--- config.mk ---
export PLATFORM = sky130hd
export DESIGN_NAME = ifls_ctrl
export DESIGN_NICKNAME = d
export VERILOG_FILES = /design/src/rtl/core/assert_macros.svh /design/src/rtl/core/ifls_pkg.sv /design/src/rtl/core/ifls_ctrl.sv
export SDC_FILE = /design/constraint.sdc
export NUM_CORES = 1
export LEC_CHECK = 0
export BUFFER_PORTS_ARGS = -buffer_cell sky130_fd_sc_hd__buf_2
export CAP_MARGIN = 10
export CORE_AREA = 2 2 39 41
export CTS_CLUSTER_SIZE = 25
export DETAILED_ROUTE_END_ITERATION = 10
export DIE_AREA = 0 0 41 43
export PLACE_DENSITY = 0.56
export SYNTH_ARGS = -nofsm -noshare
export SYNTH_HDL_FRONTEND = slang
export SYNTH_SLANG_ARGS = --single-unit
--- constraint.sdc ---
create_clock -name clk -period 1.5 [get_ports clk]
set_clock_uncertainty 0.05 [all_clocks]
set_input_delay 0.3 -clock clk [delete_from_list [all_inputs] [get_ports clk]]
set_output_delay 0.3 -clock clk [all_outputs]
set_load 0.03 [all_outputs]
--- src/rtl/core/assert_macros.svh ---
// Assertion macros used by the RTL of the indexed front list store.
`ifndef ASSERT_MACROS_SVH
`define ASSERT_MACROS_SVH

`ifndef SYNTHESIS

`define ASSERT_SAME_CYCLE(label, clk, rst_n, ante, cons) \
  label: assert property (@(posedge clk) disable iff (!rst_n) (ante) |-> (cons)) \
    else $error("assertion failed: same-cycle implication");

`define ASSERT_NEXT_CYCLE(label, clk, rst_n, ante, cons) \
  label: assert property (@(posedge clk) disable iff (!rst_n) (ante) |=> (cons)) \
    else $error("assertion failed: next-cycle implication");

`else

`define ASSERT_SAME_CYCLE(label, clk, rst_n, ante, cons)

`define ASSERT_NEXT_CYCLE(label, clk, rst_n, ante, cons)

`endif

`endif

--- src/rtl/core/ifls_pkg.sv ---
// Operation and status codes plus controller/datapath interface types.
package ifls_pkg;

  localparam logic [2:0] OP_SEARCH = 3'd0;
  localparam logic [2:0] OP_GET    = 3'd1;
  localparam logic [2:0] OP_SET    = 3'd2;
  localparam logic [2:0] OP_PUSH   = 3'd3;
  localparam logic [2:0] OP_POP    = 3'd4;

  localparam logic [1:0] ST_OK      = 2'd0;
  localparam logic [1:0] ST_BAD_POS = 2'd1;
  localparam logic [1:0] ST_EMPTY   = 2'd2;
  localparam logic [1:0] ST_FULL    = 2'd3;

  typedef struct packed {
    logic       load;
    logic       scan_start;
    logic       scan_step;
    logic       get_rd;
    logic       set_wr;
    logic       push;
    logic       pop;
    logic       finish;
    logic       res_found;
    logic       res_read;
    logic [1:0] res_status;
  } ifls_cmd_t;

  typedef struct packed {
    logic [2:0] op;
    logic       pos_bad;
    logic       empty;
    logic       full;
    logic       match;
    logic       scan_last;
  } ifls_stat_t;

endpackage

--- src/rtl/core/ifls_ctrl.sv ---
// Controller state machine sequencing each list operation.
module ifls_ctrl
  import ifls_pkg::*;
(
  input  logic       clk,
  input  logic       rst_n,
  input  logic       start,
  input  ifls_stat_t stat,
  output ifls_cmd_t  cmd,
  output logic       busy,
  output logic       strobe
);

  localparam logic [1:0] S_IDLE   = 2'd0;
  localparam logic [1:0] S_EXEC   = 2'd1;
  localparam logic [1:0] S_SCAN   = 2'd2;
  localparam logic [1:0] S_RDWAIT = 2'd3;

  logic [1:0] state_r;
  logic [1:0] state_nxt;
  logic       strobe_r;

  always_comb begin
    state_nxt = state_r;
    cmd       = '0;
    unique case (state_r)
      S_IDLE: begin
        if (start) begin
          cmd.load  = 1'b1;
          state_nxt = S_EXEC;
        end
      end
      S_EXEC: begin
        unique case (stat.op)
          OP_SEARCH: begin
            if (stat.empty) begin
              cmd.finish = 1'b1;
              state_nxt  = S_IDLE;
            end else begin
              cmd.scan_start = 1'b1;
              state_nxt      = S_SCAN;
            end
          end
          OP_GET: begin
            if (stat.pos_bad) begin
              cmd.finish     = 1'b1;
              cmd.res_status = ST_BAD_POS;
              state_nxt      = S_IDLE;
            end else begin
              cmd.get_rd = 1'b1;
              state_nxt  = S_RDWAIT;
            end
          end
          OP_SET: begin
            cmd.finish = 1'b1;
            state_nxt  = S_IDLE;
            if (stat.pos_bad) begin
              cmd.res_status = ST_BAD_POS;
            end else begin
              cmd.set_wr = 1'b1;
            end
          end
          OP_PUSH: begin
            cmd.finish = 1'b1;
            state_nxt  = S_IDLE;
            if (stat.full) begin
              cmd.res_status = ST_FULL;
            end else begin
              cmd.push = 1'b1;
            end
          end
          OP_POP: begin
            cmd.finish = 1'b1;
            state_nxt  = S_IDLE;
            if (stat.empty) begin
              cmd.res_status = ST_EMPTY;
            end else begin
              cmd.pop = 1'b1;
            end
          end
          default: begin
            cmd.finish = 1'b1;
            state_nxt  = S_IDLE;
          end
        endcase
      end
      S_SCAN: begin
        if (stat.match) begin
          cmd.finish    = 1'b1;
          cmd.res_found = 1'b1;
          state_nxt     = S_IDLE;
        end else if (stat.scan_last) begin
          cmd.finish = 1'b1;
          state_nxt  = S_IDLE;
        end else begin
          cmd.scan_step = 1'b1;
        end
      end
      S_RDWAIT: begin
        cmd.finish   = 1'b1;
        cmd.res_read = 1'b1;
        state_nxt    = S_IDLE;
      end
      default: begin
        state_nxt = S_IDLE;
      end
    endcase
  end

  always_ff @(posedge clk) begin
    if (!rst_n) begin
      state_r  <= S_IDLE;
      strobe_r <= 1'b0;
    end else begin
      state_r  <= state_nxt;
      strobe_r <= cmd.finish;
    end
  end

  assign busy   = (state_r != S_IDLE);
  assign strobe = strobe_r;

endmodule

==> results of run 1 <==
worst max-delay path: cells and delay by family (launching register included):
kind,cells,cell delay [ns]
AO/OA/AOI/OAI,1,0.22
AND/OR/NAND/NOR,1,0.37
buffers and inverters,1,0.14
flip-flops,1,0.33
what timing repair did:
item / in CTS / in global routing
setup buffers: 1 / 2
gates resized for setup: 20 / 9
setup endpoints to repair: 11 / 11
pin swaps: 5 / 1
worst max-delay path by stage:
stage                     endpoint  cells past startpoint
after floorplan             cmd[6]                      4
after global placement      cmd[7]                      4
after detailed placement    cmd[4]                      5
after CTS                   cmd[4]                      3
after global routing        cmd[7]                      4
final                       cmd[4]                      3
final cells by class:
cell class | count | area, um^2
clock buffer | 4 | 26.28
fill | 138 | 704.4
inverter | 1 | 3.754
multi-input combinational | 34 | 299.0
sequential | 3 | 62.56
tap | 16 | 20.02
timing repair buffer | 35 | 267.8
per-stage QoR:
stage / hold WS, ns / cell area (um^2) / utilization [%]
final: 0.2938 / 679.4 / 49.10
after global routing: 0.3041 / 679.4 / 49.10
after floorplan: 0.3782 / 360.3 / -
after CTS: 0.2801 / 638.1 / 46.11
after detailed placement: 0.4988 / 538.0 / 38.88
after global placement: 0.4806 / 538.0 / 38.88
power breakdown:
group	switching (W)	internal [W]	total (W)
sequential	0.00000247	0.0000840	0.0000864
combinational	0.0000720	0.0000675	0.000139
clock	0.0000418	0.0000996	0.000141
total	0.000116	0.000251	0.000367
cells by family (layout without fill, tap and decap cells):
group / count (synthesis) / after routing / synth area share (%)
compound gates: 5 / 5 / 11.36
buf+inv: 4 / 40 / 7.953
mux: 2 / 2 / 6.061
simple gates: 26 / 26 / 53.79
xor+xnor: 1 / 1 / 2.652
flops: 3 / 3 / 18.18
registers in the layout (all words and copies together), names as in the netlist:
| name | cells |
|---|---|
| strobe | 1 |
| state_r | 2 |
cells in the mapped netlist (2+ instances only):
master	count	area, um^2
nand2_1	4	15.01
nor2_1	4	15.01
dfxtp_1	3	60.06
and2_1	2	12.51
mux2i_1	2	20.02
nor3_1	2	10.01
nor3b_1	2	15.01
nor4b_2	2	30.03
routing by layer:
layer | routed length [um] | part of all wire [%] | up-vias | global-route usage (%)
met5 | 0 | 0 | - | 0
met4 | 0 | 0 | 0 | 6.000
met3 | 67 | 6.5 | 0 | 5.236
met2 | 526 | 51 | 13 | 19.69
met1 | 444 | 43 | 198 | 15.65
li1 | - | - | 221 | -
==> metrics.yaml, run 1 <==
final_layout:
  layout-drive-gt1-share_pct: 66.23
  insertedDiodeCount: 0
  final_common_cell: "buf_2"
  area_growth_pct: 105.7
  final_cell_mix: "buf_2 (13), buf_4 (12), buf_6 (10)"
  layout.cells.non_filler: 93
  fin_nets: 89
placed_design:
  dp_hpwl_um: 779.3
  preCtsSetupSlack_ns: -0.03051
  port_buffers: 24
  placedCellCount: 86
  gp_congestion: 0.7258
detailed_routing:
  wl_mm: 1.038
  wl_per_cell_um: 11.16
  ant_nets: 0
  drtPass1Iterations: 4
  drtIter0Drc: 12
  drc: 0
  vias: 432
  vias_per_cell: 4.645
setup_path:
  rr_startpoint: "state_r[0]"
  critPathMaxStageDelay_ns: 0.37
  slowest_stage: "or3_4"
  worstReg2RegEnd: "state_r[1]"
  cp-startpoint: "state_r[0]"
  crit_path_end_kind: "output port"
  crit_arrival_ns: 1.29
  ff2ff_path_depth: 6
  startpoint_type: "flop"
  path_class: "flop to output port"
  r2r_slack_ns: 0.24
  cp.required_ns: 1.15
  worstPathMaxFanout: 4
  path_cells: "or3_4 > a22o_1 > buf_6"
floorplanning:
  die_h_um: 43
  rows: 14
  die_area_um2: 1763
  start_util_pct: 23.87
  die_w_um: 41
  io_pins: 25
  coreArea_um2: 1384
logic_synthesis:
  synth_area_um2: 330.3
  synth_warnings: 0
  synth_seq_area_share_pct: 18.18
  syn_inst: 41
  synth_async_sr_flop_share_pct: 0
  ys_ff_latch: 3
  syn_avg_cell_area_um2: 8.057
  synthFlopType: "dfxtp_1"
  synth.net_count: 52
  synth_cell_types: 28
  synth_edf_count: 0
clock_tree:
  cts.sinks: 3
  cts.clk_slew.worst_paths_ns: 0.04
  hold_buffers: 0
  clk_latency_ns: 0.24
  cts_buffer_depth: 2
  cts_tree: "yes"
  htree_levels: 1
  cts_root_buffer: "clkbuf_4"
  cts_made_buffers: 3
hold_path:
  hold_class: "input pin to flop"
  min_to: "state_r[1]"
  holdPathStages: 2
  worstHoldStart: "rst_n"
global_route:
  grtUsageTotal_pct: 13.13
  grt.overflow.total: 0
  antenna_found_initial: 0
  grt_pass1_vias: 385
  grt_pass1_wl_mm: 1.587
  grt_start_max_net_pins: 9
power_and_ir_drop:
  ir_drop_v: 0.0002317
  powerDensity_nw_per_um2: 540.7
  leakage_nw: 0.3260
  p_total_w: 0.0003673
status:
  violations: "negative setup slack"
  status: "finished, violations left"
timing:
  timing.final.hold_violations: 0
  fin_crit_ns: 1.637
  fin_tns_setup_ns: -0.6307
  clock.fmax_mhz: 610.9
  setup_viol: 10
  rsz0062_at_grt: "true"
  setup_ws_ns: -0.1370
  worst_pin_slew_ns: 0.2902
  slew_headroom_pct: 80.38
  slew_violations: 0
  timing.final.crit_share_pct: 109.1
run:
  maxCapViolCount: 0
No activity file was read; power rests on OpenSTA's default activity.
==> run 2, diff against run 1 <==
--- a/config.mk
+++ b/config.mk
@@ -14,2 +14,3 @@
 export PLACE_DENSITY = 0.56
+export REMOVE_ABC_BUFFERS = 1
 export SYNTH_ARGS = -nofsm -noshare
==> constraint.sdc (replaced) <==
create_clock -name clk -period 1.5 [get_ports clk]
set_clock_uncertainty 0.05 [all_clocks]
set_input_delay 0.15 -clock clk [delete_from_list [all_inputs] [get_ports clk]]
set_output_delay 0.15 -clock clk [all_outputs]
set_load 0.03 [all_outputs]
==> run 2 against run 1 <==
Critical path depth rose by 1. Critical endpoint is now cmd[7]. Worst hold slack worse by 0.16 ns. Critical path type unchanged. Fmax up 12%. Global-route usage shrank 2.0 points. Non-clock buffer count decreased by 7. Setup slack better by 0.17 ns. The flow now finishes without violations. Flip-flop and latch count unchanged.
==> metrics.yaml, run 2 (synthesis results as in run 1) <==
final_layout:
  layout-drive-gt1-share_pct: 57.14  # -9.1 points
  fin_nets: 82  # -7.9%
  largest_reg_flops: 2  # unchanged
  final_cell_mix: "buf_2 (17), buf_4 (8), nand2_1 (4), nor2_1 (4)"
  area_growth_pct: 74.24
  layout.cells.non_filler: 86  # -7.5%
  insertedDiodeCount: 0  # unchanged
  final_util_pct: 41.59  # -7.5 points
  final_common_cell: "buf_2"
  regMostFlops: "state_r"
floorplanning:
  start_util_pct: 23.87  # unchanged
  die_h_um: 43  # unchanged
  io_pins: 25  # unchanged
  die_area_um2: 1763  # unchanged
  die_w_um: 41  # unchanged
  coreArea_um2: 1384  # unchanged
  rows: 14  # unchanged
timing:
  fin_crit_ns: 1.466  # -0.1711 ns
  clock.fmax_mhz: 682.2  # +12%
  fin_tns_setup_ns: 0  # +0.6307 ns
  slew_headroom_pct: 80.34  # about the same
  slew_violations: 0  # unchanged
  timing.final.crit_share_pct: 97.73  # -11 points
  timing.final.hold_violations: 0  # unchanged
  rsz0062_at_grt: "true"
  setup_viol: 0  # -10
  worst_pin_slew_ns: 0.2908  # +0.0005656 ns
global_route:
  grt_start_max_net_pins: 11  # +2
  grt_pass1_vias: 321  # -17%
  grt.overflow.total: 0  # unchanged
  grtUsageTotal_pct: 11.13  # -2.0 points
  grt_pass1_wl_mm: 1.290  # -19%
  antenna_found_initial: 0  # unchanged
setup_path:
  crit_arrival_ns: 1.27  # -0.02 ns
  cp.required_ns: 1.30  # +0.15 ns
  ff2ff_path_depth: 2  # -4
  crit_path_end_kind: "output port"
  rr_startpoint: "state_r[0]"
  worstReg2RegEnd: "strobe"
  startpoint_type: "flop"
  worstPathMaxFanout: 4  # unchanged
  path_class: "flop to output port"
  r2r_slack_ns: 0.44  # +0.20 ns
  cp-startpoint: "state_r[1]"
placed_design:
  placedCellCount: 80  # -7.0%
  gp_congestion: 0.6743  # -7.1%
  port_buffers: 24  # unchanged
  dp_hpwl_um: 673  # -14%
hold_path:
  min_to: "state_r[1]"
  holdPathStages: 2  # unchanged
  worstHoldStart: "rst_n"
  hold_class: "input pin to flop"
clock_tree:
  cts_buffer_depth: 2  # unchanged
  clk_latency_ns: 0.24  # about the same
  cts_root_buffer: "clkbuf_4"
  cts.sinks: 3  # unchanged
  htree_levels: 1  # unchanged
  cts_made_buffers: 3  # unchanged
  cts.clk_slew.worst_paths_ns: 0.03  # about the same
  cts_tree: "yes"
detailed_routing:
  vias_per_cell: 4.651  # +0.13%
  wl_um: 899  # -13%
  drc: 0  # unchanged
  drtIter0Drc: 4  # -8
  ant_nets: 0  # unchanged
  wl_per_cell_um: 10.45  # -6.3%
  drtPass1Iterations: 2  # -2
  vias: 400  # -7.4%
run:
  maxCapViolCount: 0  # unchanged
power_and_ir_drop:
  p_total_w: 0.0003429  # -6.7%
  ir_drop_v: 0.0003238  # +40%
  leakage_nw: 0.2816  # -14%
  powerDensity_nw_per_um2: 595.8  # +10%
status:
  status: "complete, no violations"
==> run 2: cell type report <==
class                           count  area, um^2
Clock buffer                        4       26.28
Sequential cell                     3       61.31
Fill cell                         147       808.3
Timing Repair Buffer               28       178.9
Tap cell                           16       20.02
Inverter                            1       3.754
Multi-Input combinational cell     34       285.3
==> run 2: critical path, stage by stage, from the launching register on <==
cell and delay [ns]:
dfxtp_1 0.30, and2b_2 0.26, nand2b_4 0.08, nor4b_4 0.22, buf_6 0.16
==> run 2: power by group <==
part / leakage [nW] / internal, W / switching, W
logic: 0.242 / 0.0000483 / 0.0000634
clock network: 0.0150 / 0.0000999 / 0.0000455
registers: 0.0249 / 0.0000839 / 0.00000187
==> run 2: how the worst max path moves through the flow <==
stage / end / cells after the start / slack [ns]
finish: cmd[7] / 4 / 0.03
global route: cmd[8] / 4 / -0.04
CTS: cmd[7] / 4 / -0.005
detailed placement: cmd[7] / 4 / 0.13
global placement: cmd[7] / 4 / 0.17
floorplan: cmd[8] / 3 / -0.15
==> run 2: metal layers <==
| metal | GRT usage, % | share of wire, % | vias up |
|---|---|---|---|
| met3 | 6.283 | 4.8 | 3 |
| met4 | 6.000 | 1.7 | 0 |
| met5 | 0 | 0 | - |
| met1 | 13.78 | 41 | 184 |
| li1 | - | - | 204 |
| met2 | 14.69 | 52 | 9 |
==> run 2: what timing repair did <==
action,4_1_cts,5_1_grt
gates cloned,0,0
pin swaps,2,1
hold buffers,0,0
gates resized for setup,5,15
setup buffers,2,0
setup endpoints to repair,7,7
==> run 2: through the flow <==
stage                     hold slack [ns]  cell area (um^2)  setup WS, ns
after floorplan                    0.2282             307.8       -0.1546
after CTS                          0.1336             515.5     -0.004881
after global placement             0.3900             462.9        0.1710
after detailed placement           0.3823             462.9        0.1292
after global routing               0.1504             575.6      -0.03983
final                              0.1327             575.6       0.03410
